### src/outlet_test_sequencer_unit_defines.svh
// ---------------------------------------------------------------------------
// Outlet test sequencer assertion macros
// Concurrent assertion helpers; they compile away when SYNTHESIS is set.
// ---------------------------------------------------------------------------
`ifndef OUTLET_TEST_SEQUENCER_UNIT_DEFINES_SVH
`define OUTLET_TEST_SEQUENCER_UNIT_DEFINES_SVH

`ifndef SYNTHESIS
// Checks prop at every rising edge of clk while rst_n is high.
`define OTS_ASSERT(label, clk, rst_n, prop) \
	label: assert property (@(posedge clk) disable iff (!rst_n) prop) \
		else $error("outlet test sequencer: assertion failed");
// Checks that a trigger is followed in the next cycle by a consequence.
`define OTS_ASSERT_NEXT(label, clk, rst_n, trig, cons) \
	label: assert property (@(posedge clk) disable iff (!rst_n) (trig) |=> (cons)) \
		else $error("outlet test sequencer: assertion failed");
`else
`define OTS_ASSERT(label, clk, rst_n, prop)
`define OTS_ASSERT_NEXT(label, clk, rst_n, trig, cons)
`endif

`endif

### src/ots_pkg.sv
// ---------------------------------------------------------------------------
// Outlet test sequencer package
// Shared types, codes and constants of the outlet test sequencer.
// ---------------------------------------------------------------------------
package ots_pkg;

	// Number of outlets that the cycling submodes step through.
	localparam int OUTLET_COUNT = 8;
	localparam int OutletCountEff = (OUTLET_COUNT == 0) ? 1 : OUTLET_COUNT;

	localparam logic OP_TIME_UPDATE  = 1'b0;
	localparam logic OP_NEXT_SUBMODE = 1'b1;

	localparam logic [1:0] SUBMODE_NORM_CLOSED = 2'd0;
	localparam logic [1:0] SUBMODE_NORM_OPEN   = 2'd1;
	localparam logic [1:0] SUBMODE_LIFETIME    = 2'd2;

	localparam logic [1:0] REG_SHORT_HOLD    = 2'd0;
	localparam logic [1:0] REG_LONG_HOLD     = 2'd1;
	localparam logic [1:0] REG_LIFETIME_HOLD = 2'd2;

	localparam logic [15:0] SHORT_HOLD_RESET    = 16'd1500;
	localparam logic [15:0] LONG_HOLD_RESET     = 16'd4500;
	localparam logic [15:0] LIFETIME_HOLD_RESET = 16'd1000;

	typedef struct packed {
		logic        opcode;
		logic [31:0] now_ms;
	} ots_item_t;

	typedef struct packed {
		logic        actuate;
		logic        all_outlets;
		logic [2:0]  outlet_index;
		logic        open_cmd;
		logic [31:0] cycles_done;
		logic [1:0]  active_submode;
	} ots_result_t;

	typedef struct packed {
		logic        started;
		logic [31:0] last_toggle_ms;
		logic        is_open;
		logic [2:0]  outlet_pointer;
		logic [31:0] open_count;
		logic [1:0]  submode;
	} ots_state_t;

	typedef struct packed {
		logic [15:0] short_hold_ms;
		logic [15:0] long_hold_ms;
		logic [15:0] lifetime_hold_ms;
	} ots_cfg_t;

	// Pointer advance modulo the outlet count, kept in three bits.
	function automatic logic [2:0] next_pointer(input logic [2:0] p);
		logic [5:0] sum;
		logic [5:0] wrapped;
		sum = {3'b000, p} + 6'd1;
		wrapped = sum % 6'(OutletCountEff);
		return wrapped[2:0];
	endfunction

endpackage

### src/ots_item_if.sv
// ---------------------------------------------------------------------------
// Outlet test sequencer channel interfaces
// Valid/ready channels for input items and for result items.
// ---------------------------------------------------------------------------
interface ots_item_if import ots_pkg::*; ();
	logic      valid;
	logic      ready;
	ots_item_t data;

	modport source (output valid, output data, input ready);
	modport sink (input valid, input data, output ready);
endinterface

interface ots_result_if import ots_pkg::*; ();
	logic        valid;
	logic        ready;
	ots_result_t data;

	modport source (output valid, output data, input ready);
	modport sink (input valid, input data, output ready);
endinterface

### src/ots_step.sv
// ---------------------------------------------------------------------------
// Outlet test sequencer step logic
// Next state and actuation flags for one item, from the current state.
// ---------------------------------------------------------------------------
module ots_step import ots_pkg::*; (
	input  ots_state_t  cur,
	input  ots_cfg_t    cfg,
	input  ots_item_t   item,
	output ots_state_t  nxt,
	output logic        act,
	output logic        all
);

	logic [31:0] elapsed;
	logic [15:0] hold;
	logic        due;

	assign elapsed = item.now_ms - cur.last_toggle_ms;

	always_comb begin
		unique case (cur.submode)
			SUBMODE_NORM_CLOSED: hold = cur.is_open ? cfg.short_hold_ms : cfg.long_hold_ms;
			SUBMODE_NORM_OPEN:   hold = cur.is_open ? cfg.long_hold_ms : cfg.short_hold_ms;
			default:             hold = cfg.lifetime_hold_ms;
		endcase
	end

	assign due = (elapsed >= {16'd0, hold});

	always_comb begin
		nxt = cur;
		act = 1'b0;
		all = 1'b0;
		if (item.opcode == OP_NEXT_SUBMODE) begin
			nxt.submode = (cur.submode >= SUBMODE_LIFETIME) ? SUBMODE_NORM_CLOSED
				: cur.submode + 2'd1;
		end else if (!cur.started) begin
			nxt.started        = 1'b1;
			nxt.last_toggle_ms = item.now_ms;
			nxt.is_open        = (cur.submode == SUBMODE_NORM_OPEN);
			nxt.outlet_pointer = 3'd0;
			nxt.open_count     = 32'd0;
			act                = (cur.submode != SUBMODE_LIFETIME);
		end else if (due) begin
			unique case (cur.submode)
				SUBMODE_NORM_CLOSED, SUBMODE_NORM_OPEN: begin
					nxt.last_toggle_ms = item.now_ms;
					nxt.is_open        = !cur.is_open;
					if (!cur.is_open) begin
						nxt.outlet_pointer = next_pointer(cur.outlet_pointer);
					end
					act = 1'b1;
				end
				SUBMODE_LIFETIME: begin
					nxt.last_toggle_ms = item.now_ms;
					nxt.is_open        = !cur.is_open;
					if (!cur.is_open) begin
						nxt.open_count = cur.open_count + 32'd1;
					end
					act = 1'b1;
					all = 1'b1;
				end
				default: begin
					act = 1'b0;
				end
			endcase
		end
	end

endmodule

### src/outlet_test_sequencer_unit.sv
// ---------------------------------------------------------------------------
// Outlet test sequencer
// Actuator test pattern generator driven by time updates and submode steps.
// ---------------------------------------------------------------------------
// Every accepted item yields exactly one result item. An item is taken into
// an input register, and from there the step logic (one 32-bit subtract
// and compare of the elapsed time against the selected hold time) updates
// the sequencer state and loads the result register, and the block sustains
// one item per clock cycle while the downstream side takes results. The result
// register holds a finished item while the downstream side stalls, and the
// input register keeps taking items as long as the result can move on.
// The user must write hold times through the configuration port only while
// the block is idle (not enforced); indexes beyond the last register are ignored.
`include "outlet_test_sequencer_unit_defines.svh"

module outlet_test_sequencer_unit import ots_pkg::*; (
	input  logic              clk,
	input  logic              arst_n,
	input  logic              cfg_write,
	input  logic [1:0]        cfg_index,
	input  logic [15:0]       cfg_data,
	ots_item_if.sink          items,
	ots_result_if.source      results
);

	// Configuration registers.
	ots_cfg_t cfg_q;

	// Input stage.
	logic      valid_s1;
	ots_item_t item_s1;

	// Sequencer state and result register.
	ots_state_t  state_q;
	ots_state_t  state_next;
	logic        out_valid_q;
	ots_result_t result_q;
	logic        step_act;
	logic        step_all;

	// The input stage moves on whenever the result register is free or
	// being emptied in this cycle.
	logic advance;

	assign advance = valid_s1 && (!out_valid_q || results.ready);
	assign items.ready = !valid_s1 || advance;

	always_ff @(posedge clk or negedge arst_n) begin
		if (!arst_n) begin
			cfg_q.short_hold_ms    <= SHORT_HOLD_RESET;
			cfg_q.long_hold_ms     <= LONG_HOLD_RESET;
			cfg_q.lifetime_hold_ms <= LIFETIME_HOLD_RESET;
		end else if (cfg_write) begin
			unique case (cfg_index)
				REG_SHORT_HOLD:    cfg_q.short_hold_ms    <= cfg_data;
				REG_LONG_HOLD:     cfg_q.long_hold_ms     <= cfg_data;
				REG_LIFETIME_HOLD: cfg_q.lifetime_hold_ms <= cfg_data;
				default:           cfg_q <= cfg_q;
			endcase
		end
	end

	always_ff @(posedge clk or negedge arst_n) begin
		if (!arst_n) begin
			valid_s1 <= 1'b0;
		end else if (items.ready) begin
			valid_s1 <= items.valid;
		end
	end

	always_ff @(posedge clk) begin
		if (items.ready && items.valid) begin
			item_s1 <= items.data;
		end
	end

	ots_step u_step (
		.cur  (state_q),
		.cfg  (cfg_q),
		.item (item_s1),
		.nxt  (state_next),
		.act  (step_act),
		.all  (step_all)
	);

	// The state is control state here: every field has a defined reset.
	always_ff @(posedge clk or negedge arst_n) begin
		if (!arst_n) begin
			state_q <= '0;
		end else if (advance) begin
			state_q <= state_next;
		end
	end

	always_ff @(posedge clk or negedge arst_n) begin
		if (!arst_n) begin
			out_valid_q <= 1'b0;
		end else if (advance) begin
			out_valid_q <= 1'b1;
		end else if (results.ready) begin
			out_valid_q <= 1'b0;
		end
	end

	// The result reports the state as it stands after the item.
	always_ff @(posedge clk) begin
		if (advance) begin
			result_q.actuate        <= step_act;
			result_q.all_outlets    <= step_all;
			result_q.outlet_index   <= state_next.outlet_pointer;
			result_q.open_cmd       <= state_next.is_open;
			result_q.cycles_done    <= state_next.open_count;
			result_q.active_submode <= state_next.submode;
		end
	end

	assign results.valid = out_valid_q;
	assign results.data  = result_q;

	// A command to every outlet is always an actuation.
	`OTS_ASSERT(a_all_needs_act, clk, arst_n, !out_valid_q || result_q.actuate || !result_q.all_outlets)
	// A submode step never actuates anything.
	`OTS_ASSERT_NEXT(a_submode_no_act, clk, arst_n, advance && item_s1.opcode == OP_NEXT_SUBMODE, !result_q.actuate)
	// Once running, the cycle counter moves only in lifetime submode.
	`OTS_ASSERT_NEXT(a_count_lifetime_only, clk, arst_n, advance && state_q.started && state_q.submode != SUBMODE_LIFETIME, $stable(state_q.open_count))
	// The outlet pointer stays inside the outlet range.
	`OTS_ASSERT(a_pointer_range, clk, arst_n, (32'(state_q.outlet_pointer) < 32'(OutletCountEff)) || (OutletCountEff > 8))
	// Nothing is started before the first time update has gone through.
	`OTS_ASSERT_NEXT(a_start_on_update, clk, arst_n, !state_q.started && !advance, !state_q.started)

endmodule

### src/flat_wrapper.sv
// flat-port wrapper written by rule: the top's interface ports become plain ports
module outlet_test_sequencer_unit_flat import ots_pkg::*;
  (clk, arst_n, cfg_write, cfg_index, cfg_data, items_valid, items_data, items_ready, results_valid, results_data, results_ready);
  ots_item_if items_i ();
  ots_result_if results_i ();
  input  logic clk;
  input  logic arst_n;
  input  logic cfg_write;
  input  logic [1:0] cfg_index;
  input  logic [15:0] cfg_data;
  input wire logic [$bits(items_i.valid)-1:0] items_valid;
  input wire logic [$bits(items_i.data)-1:0] items_data;
  output wire logic [$bits(items_i.ready)-1:0] items_ready;
  output wire logic [$bits(results_i.valid)-1:0] results_valid;
  output wire logic [$bits(results_i.data)-1:0] results_data;
  input wire logic [$bits(results_i.ready)-1:0] results_ready;
  assign items_i.valid = items_valid;
  assign items_i.data = items_data;
  assign items_ready = items_i.ready;
  assign results_valid = results_i.valid;
  assign results_data = results_i.data;
  assign results_i.ready = results_ready;
  outlet_test_sequencer_unit u_core (.clk(clk), .arst_n(arst_n), .cfg_write(cfg_write), .cfg_index(cfg_index), .cfg_data(cfg_data), .items(items_i), .results(results_i));
endmodule
### config.mk
export PLATFORM = sky130hd
export DESIGN_NAME = outlet_test_sequencer_unit_flat
export DESIGN_NICKNAME = d
export VERILOG_FILES = /design/src/ots_pkg.sv /design/src/ots_item_if.sv /design/src/ots_step.sv /design/src/outlet_test_sequencer_unit.sv /design/src/flat_wrapper.sv
export VERILOG_INCLUDE_DIRS = /design/src /design/src/src
export SDC_FILE = /design/constraint.sdc
export NUM_CORES = 1
export LEC_CHECK = 0
export ABC_AREA = 1
export BUFFER_PORTS_ARGS = -buffer_cell sky130_fd_sc_hd__buf_2
export CAP_MARGIN = 25
export CELL_PAD_IN_SITES_DETAIL_PLACEMENT = 2
export CELL_PAD_IN_SITES_GLOBAL_PLACEMENT = 2
export CORE_MARGIN = 2
export CORE_UTILIZATION = 32
export DETAILED_ROUTE_END_ITERATION = 6
export PLACE_DENSITY_LB_ADDON = 0.1
export SKIP_LAST_GASP = 1
export SLEW_MARGIN = 40
export SYNTH_ARGS = -nofsm -noshare
export SYNTH_HDL_FRONTEND = slang
export SYNTH_SLANG_ARGS = --single-unit
### constraint.sdc
create_clock -name clk -period 3.55 [get_ports clk]
set_input_delay 0.71 -clock clk [delete_from_list [all_inputs] [get_ports clk]]
set_output_delay 0.71 -clock clk [all_outputs]
set_load 0.005 [all_outputs]
After elaboration in Yosys (flattened, before gate mapping)
Index checks and enable logic that the tools add are counted.

Word-level logic and storage cells: 72. Memories: 0. Latch bits: 0. Memory bits (read-only): 0. Bits of input ports: 56. Memory bits (writable): 0. Output and inout bits: 42. Register bits after elaboration: 194.

Reduce and logical (&&, ||, !) cells: 18. $mul: 0. Order comparisons: 2. Shift operators: 0. Div/mod/pow operators: 0. Equality and inequality tests: 7. Add/sub/neg operators: 4. Bitwise operators: 3. Muxes and demuxes: 19.

Operators by type and width (count): $mux W68 (2); $mux W32 (2); $mux W36 (1); $mux W33 (1); $add A32 B1 Y32 const B (1); $ge A32 B16 Y1 (1); $mux W16 (2); $pmux W16 S2 (1); $sub A32 B32 Y32 (1); $reduce_and A2 Y1 (4); $mux W1 (6); $mux W3 (2); $ne A2 B2 Y1 const B (3); $reduce_or A3 Y1 (2); $eq A2 B1 Y1 const B (2); $eq A2 B2 Y1 const B (2); $logic_not A2 Y1 (2); $mux W2 (2); $reduce_and A4 Y1 (1); $add A3 B1 Y3 const B (1); $logic_not A1 Y1 (3); $not A1 Y1 (3); $add A2 B1 Y2 const B (1); $ge A2 B2 Y1 const B (1); 4 further kinds (6).

Logic depth before layout (Yosys ltp)
Word-level depth: 6. Gate-level depth with buffers: 30. Mapped depth without buffers: 30.

Modules after synthesis
From an unflattened synthesis, not the netlist that was laid out.

Cell total of the unflattened synthesis: 1987. Area, all modules: 13584.3 um^2.

By module, submodules not included: outlet_test_sequencer_unit (sequential area each 5242.5 um^2, times used 1, area an instance 7145.6 um^2, cells each 604); ots_step (sequential area each 0.0 um^2, times used 1, area an instance 6438.7 um^2, cells each 1383).

Worst setup path after synthesis
OpenSTA, ideal clock, no wires.

Kind: register to register. Start point: register u_core.state_q[37] (netlist name). End point: register u_core.result_q, in the netlist u_core.results.data[21] (data pin). Library setup time: 0.255 ns. Required time: 3.295 ns. Cell stages (with the launch flop): 23. Clock period less this slack: 3.376 ns. Path slack: 0.174 ns. Arrival: 3.121 ns. Path buffers: 4. Path through: dfrtp_1 -> clkbuf_1 -> inv_1 -> clkbuf_1 -> clkbuf_1 -> a21oi_1 -> o21ai_0 -> o221ai_1 -> ha_1 -> a21oi_1 -> nor2_1 -> a211oi_1 -> nand3_1 -> nor2_1 -> nand2_1 -> nor2_1 -> nand2_1 -> nor2_2 -> nor2_2 -> buf_6 -> nand3_1 -> nand2_1 -> and3_1.

RTL lines: start: declaration (RTL line outlet_test_sequencer_unit.sv:34) `ots_state_t state_q;`; start signal: assignment (RTL line outlet_test_sequencer_unit.sv:91) `state_q <= state_next;`; end: declaration (RTL line outlet_test_sequencer_unit.sv:37) `ots_result_t result_q;`.

Final worst setup path
Start point: register u_core.state_q[47] (netlist name). End point: register u_core.state_q[21] (netlist name).

Longest elaborated chain between the ends: 5.

RTL lines: $sub A32 B32 Y32 (RTL line ots_step.sv:18) `assign elapsed = item.now_ms - cur.last_toggle_ms;`; $ge A32 B16 Y1 (RTL line ots_step.sv:28) `assign due = (elapsed >= {16'd0, hold});`; $mux W68 (RTL line ots_step.sv:44) `end else if (due) begin`; $mux W68 (RTL line ots_step.sv:37) `end else if (!cur.started) begin`; $mux W36 (RTL line ots_step.sv:34) `if (item.opcode == OP_NEXT_SUBMODE) begin`.

Every way passes these cells. The select of a mux whose other input is x is not followed. A chain may end at the register's enable or synchronous reset.

==> flow_metrics.env <==
export IMPL_critPathRequiredTime_ns=3.90
export IMPL_rows=71
export IMPL_ys_seq_area_share_pct=42.9
export IMPL_endpoint_kind="flip-flop"
export IMPL_syn_cell_area_um2=12200
export IMPL_placedInstanceArea_um2=14200
export IMPL_final_hold_viol_count=0
export IMPL_netlist_top_cells_area="dfrtp_1 (21%), edfxtp_1 (18%), nand2_1 (16%)"
export IMPL_startpoint_type="flip-flop"
export IMPL_grt_pass1_vias=13500
export IMPL_fin_nets=2020
export IMPL_ir_worst_vdd_mv=0.396
export IMPL_power_leakage_nw=8.00
export IMPL_finalSetupTns_ns=-28.02
export IMPL_place_ws_ns=-0.574
export IMPL_antenna_found_initial=0
export IMPL_via_per_inst=4.95
export IMPL_cp_max_fo=5
export IMPL_grt_max_degree=49
export IMPL_antenna_left=0
export IMPL_cts_tree="yes"
export IMPL_rsz0062_at_grt="true"
export IMPL_seqCellArea_um2=5240
export IMPL_n_antenna_cell=0
export IMPL_dp_hpwl_um=32300
export IMPL_postCtsHoldBufs=0
export IMPL_wl_per_cell_um=19.7
export IMPL_outcome="finished, violations left"
export IMPL_cp_arrival_ns=4.28
export IMPL_hold_class="in2async"
export IMPL_die_h_um=200
export IMPL_synthesis_nets=1750
export IMPL_grt_remaining_overflow=0
export IMPL_power_switching_w=0.00626
export IMPL_ioPinCount=98
export IMPL_place_congestion=0.817
export IMPL_start_util_pct=32.5
export IMPL_finalSetupViolCount=100
export IMPL_wl_um=48100
export IMPL_worstMarginPinSlew_ns=0.692
export IMPL_crit_type="reg2reg"
export IMPL_htreeDepth=4
export IMPL_port_buffers=97
export IMPL_hold_slack_ns=0.259
export IMPL_drc=0
export IMPL_fmax_ghz=0.255
export IMPL_path_clk_slew_ns=0.08
export IMPL_period_share_pct=111
export IMPL_maxCapViolCount=0
export IMPL_grtUsageTotal_pct=24.3
export IMPL_synth_edf_count=73
export IMPL_post_route_util_pct=44.0
export IMPL_ys_ff_latch=194
export IMPL_swShare_pct=45.2
export IMPL_maxSlewViolCount=0
export IMPL_vias=12100
export IMPL_clkPwrFrac_pct=14.2
export IMPL_synth_top_area_share_pct=21.1
export IMPL_ys_types=48
export IMPL_rrSetupSlack_ns=-0.37
export IMPL_max_stage_delay_ns=0.38
export IMPL_path_common_cell="nand2_1"
export IMPL_grt_pass1_wl_um=74700
export IMPL_max_slew_margin_pct=53.9
export IMPL_min_period_ns=3.92
export IMPL_power_density_nw_per_um2=836
export IMPL_die_width_um=200
export IMPL_multiInputGateArea_um2=6870
export IMPL_numCtsBuffers=17
export IMPL_syn_avg_cell_area_um2=7.44
export IMPL_violations="setup timing"
export IMPL_firstDrtPassIters=4
export IMPL_fin_area_um2=16600
export IMPL_internal_power_w=0.00759
export IMPL_core_um2=37700
export IMPL_synth_common_cells="nand2_1 (536), inv_1 (258), nor2_1 (127)"
export IMPL_clkLatencyLatePin_ns=0.48
export IMPL_netlist_instances=1644
export IMPL_synth_top_area_cell="dfrtp_1"
export IMPL_drive_gt1_share_pct=33.7
export IMPL_ctsRootBufferMaster="clkbuf_16"
export IMPL_area_growth_pct=35.3
export IMPL_cts_sinks=194
export IMPL_share_seq_of_total_power_pct=23.8
export IMPL_fillers=4315
export IMPL_yosysMostFrequentCell="nand2_1"
export IMPL_synth_ff_type="dfrtp_1"
export IMPL_cts_buffer_depth=2
export IMPL_async_reset_ff_share_pct=62.4
export IMPL_finClkSkew_ns=0.0190
export IMPL_dieArea_um2=39800
export IMPL_comb_power_share_pct=62.0
export IMPL_ff2ff_path_depth=27
export IMPL_slowest_stage="dfrtp_1"
export IMPL_ys_warn_count=0
export IMPL_layout_setup_ws_ns=-0.374
export IMPL_drt_iter0_drc=450
[routing by layer]
layer | GRT usage (%) | vias to the layer above | wire length [um]
li1 | - | 5783 | -
met1 | 30.4 | 6073 | 21200
met2 | 43.3 | 155 | 24900
met3 | 3.73 | 59 | 1020
met4 | 7.13 | 0 | 1010
met5 | 0 | - | 0
[worst max-delay path: cells and delay by family, from the launching register on]
family / cells / cell delay (ns)
buffers and inverters: 5 / 0.59
adder cells (fa/ha/maj): 2 / 0.49
AO/OA/AOI/OAI: 2 / 0.44
XOR/XNOR: 1 / 0.20
flip-flops: 1 / 0.38
AND/OR/NAND/NOR: 17 / 1.68
[per-stage QoR]
stage | instances | power [W]
finish | 2438 | 0.0138
global route | 2438 | 0.0149
CTS | 2424 | 0.0129
detailed placement | 2339 | 0.00996
global placement | 2339 | 0.00964
floorplan | 1644 | 0.00703
[final timing paths]
kind                               startpoint                  to
setup / recovery           u_core.state_q[47]  u_core.state_q[21]
hold / removal                         arst_n  u_core.state_q[59]
setup reg to reg           u_core.state_q[47]  u_core.state_q[21]
hold reg to reg              u_core.cfg_q[33]    u_core.cfg_q[33]
max in group asynchronous              arst_n    u_core.cfg_q[28]
min in group clk               items_data[15]  u_core.item_s1[15]
[flip-flops by register name, summed over array words and instances, names as in the netlist]
register              cells
u_core.state_q           71
u_core.cfg_q             48
u_core.results.data      40
u_core.item_s1           33
u_core.results.valid      1
u_core.valid_s1           1
[area by class of cell]
type	instances	share of cell area (%)
clock buffers	26	3.15
clock inverters	6	0.249
inverters	268	6.11
multi-input cells	1136	41.5
flip-flops and latches	194	31.7
repair buffers	297	13.5
well taps	511	3.86
[kinds of logic after synthesis]
group / count (synthesis) / share of synthesized area (%)
buf+inv: 315 / 10.3
flops: 194 / 42.9
fa+ha+maj: 50 / 5.17
compound gates: 186 / 9.09
xor+xnor: 20 / 1.43
simple gates: 879 / 31.1
[power by group through the flow]
stage | sequential (W) | combinational [W] | clock (W)
3_5_place_dp | 0.00329 | 0.00668 | 0
5_1_grt | 0.00335 | 0.00946 | 0.00209
4_1_cts | 0.00327 | 0.00761 | 0.00203
3_3_place_gp | 0.00326 | 0.00638 | 0
6_report | 0.00329 | 0.00859 | 0.00197
2_1_floorplan | 0.00317 | 0.00386 | 0
[cells in the final DEF (no fill, tap or decap), types with 6 or more instances in the layout]
cell type / instances
nand2_1: 458
inv_1: 231
buf_4: 168
dfrtp_1: 103
buf_2: 96
nor2_1: 95
edfxtp_1: 73
nand2_2: 72
o21ai_0: 67
nand3_1: 60
nand4_1: 47
a21oi_2: 38
inv_2: 32
ha_1: 31
nor2_2: 29
nand2_4: 23
nand3_2: 23
a21oi_1: 23
nor2_4: 20
o21ai_1: 20
clkbuf_16: 20
buf_6: 20
dfstp_2: 18
ha_4: 17
o211ai_1: 15
nor3_1: 11
and3_4: 11
xor2_1: 10
xor2_2: 9
nand3_4: 7
buf_12: 7
o21ai_2: 6
[what timing repair did]
item | 4_1_cts | 5_1_grt
pin swaps | 66 | 77
setup buffers | 49 | 17
gates cloned | 5 | 1
gates resized for setup | 194 | 140
endpoints found under the setup margin | 106 | 106
Note: power is estimated with default switching activity, not from simulation.
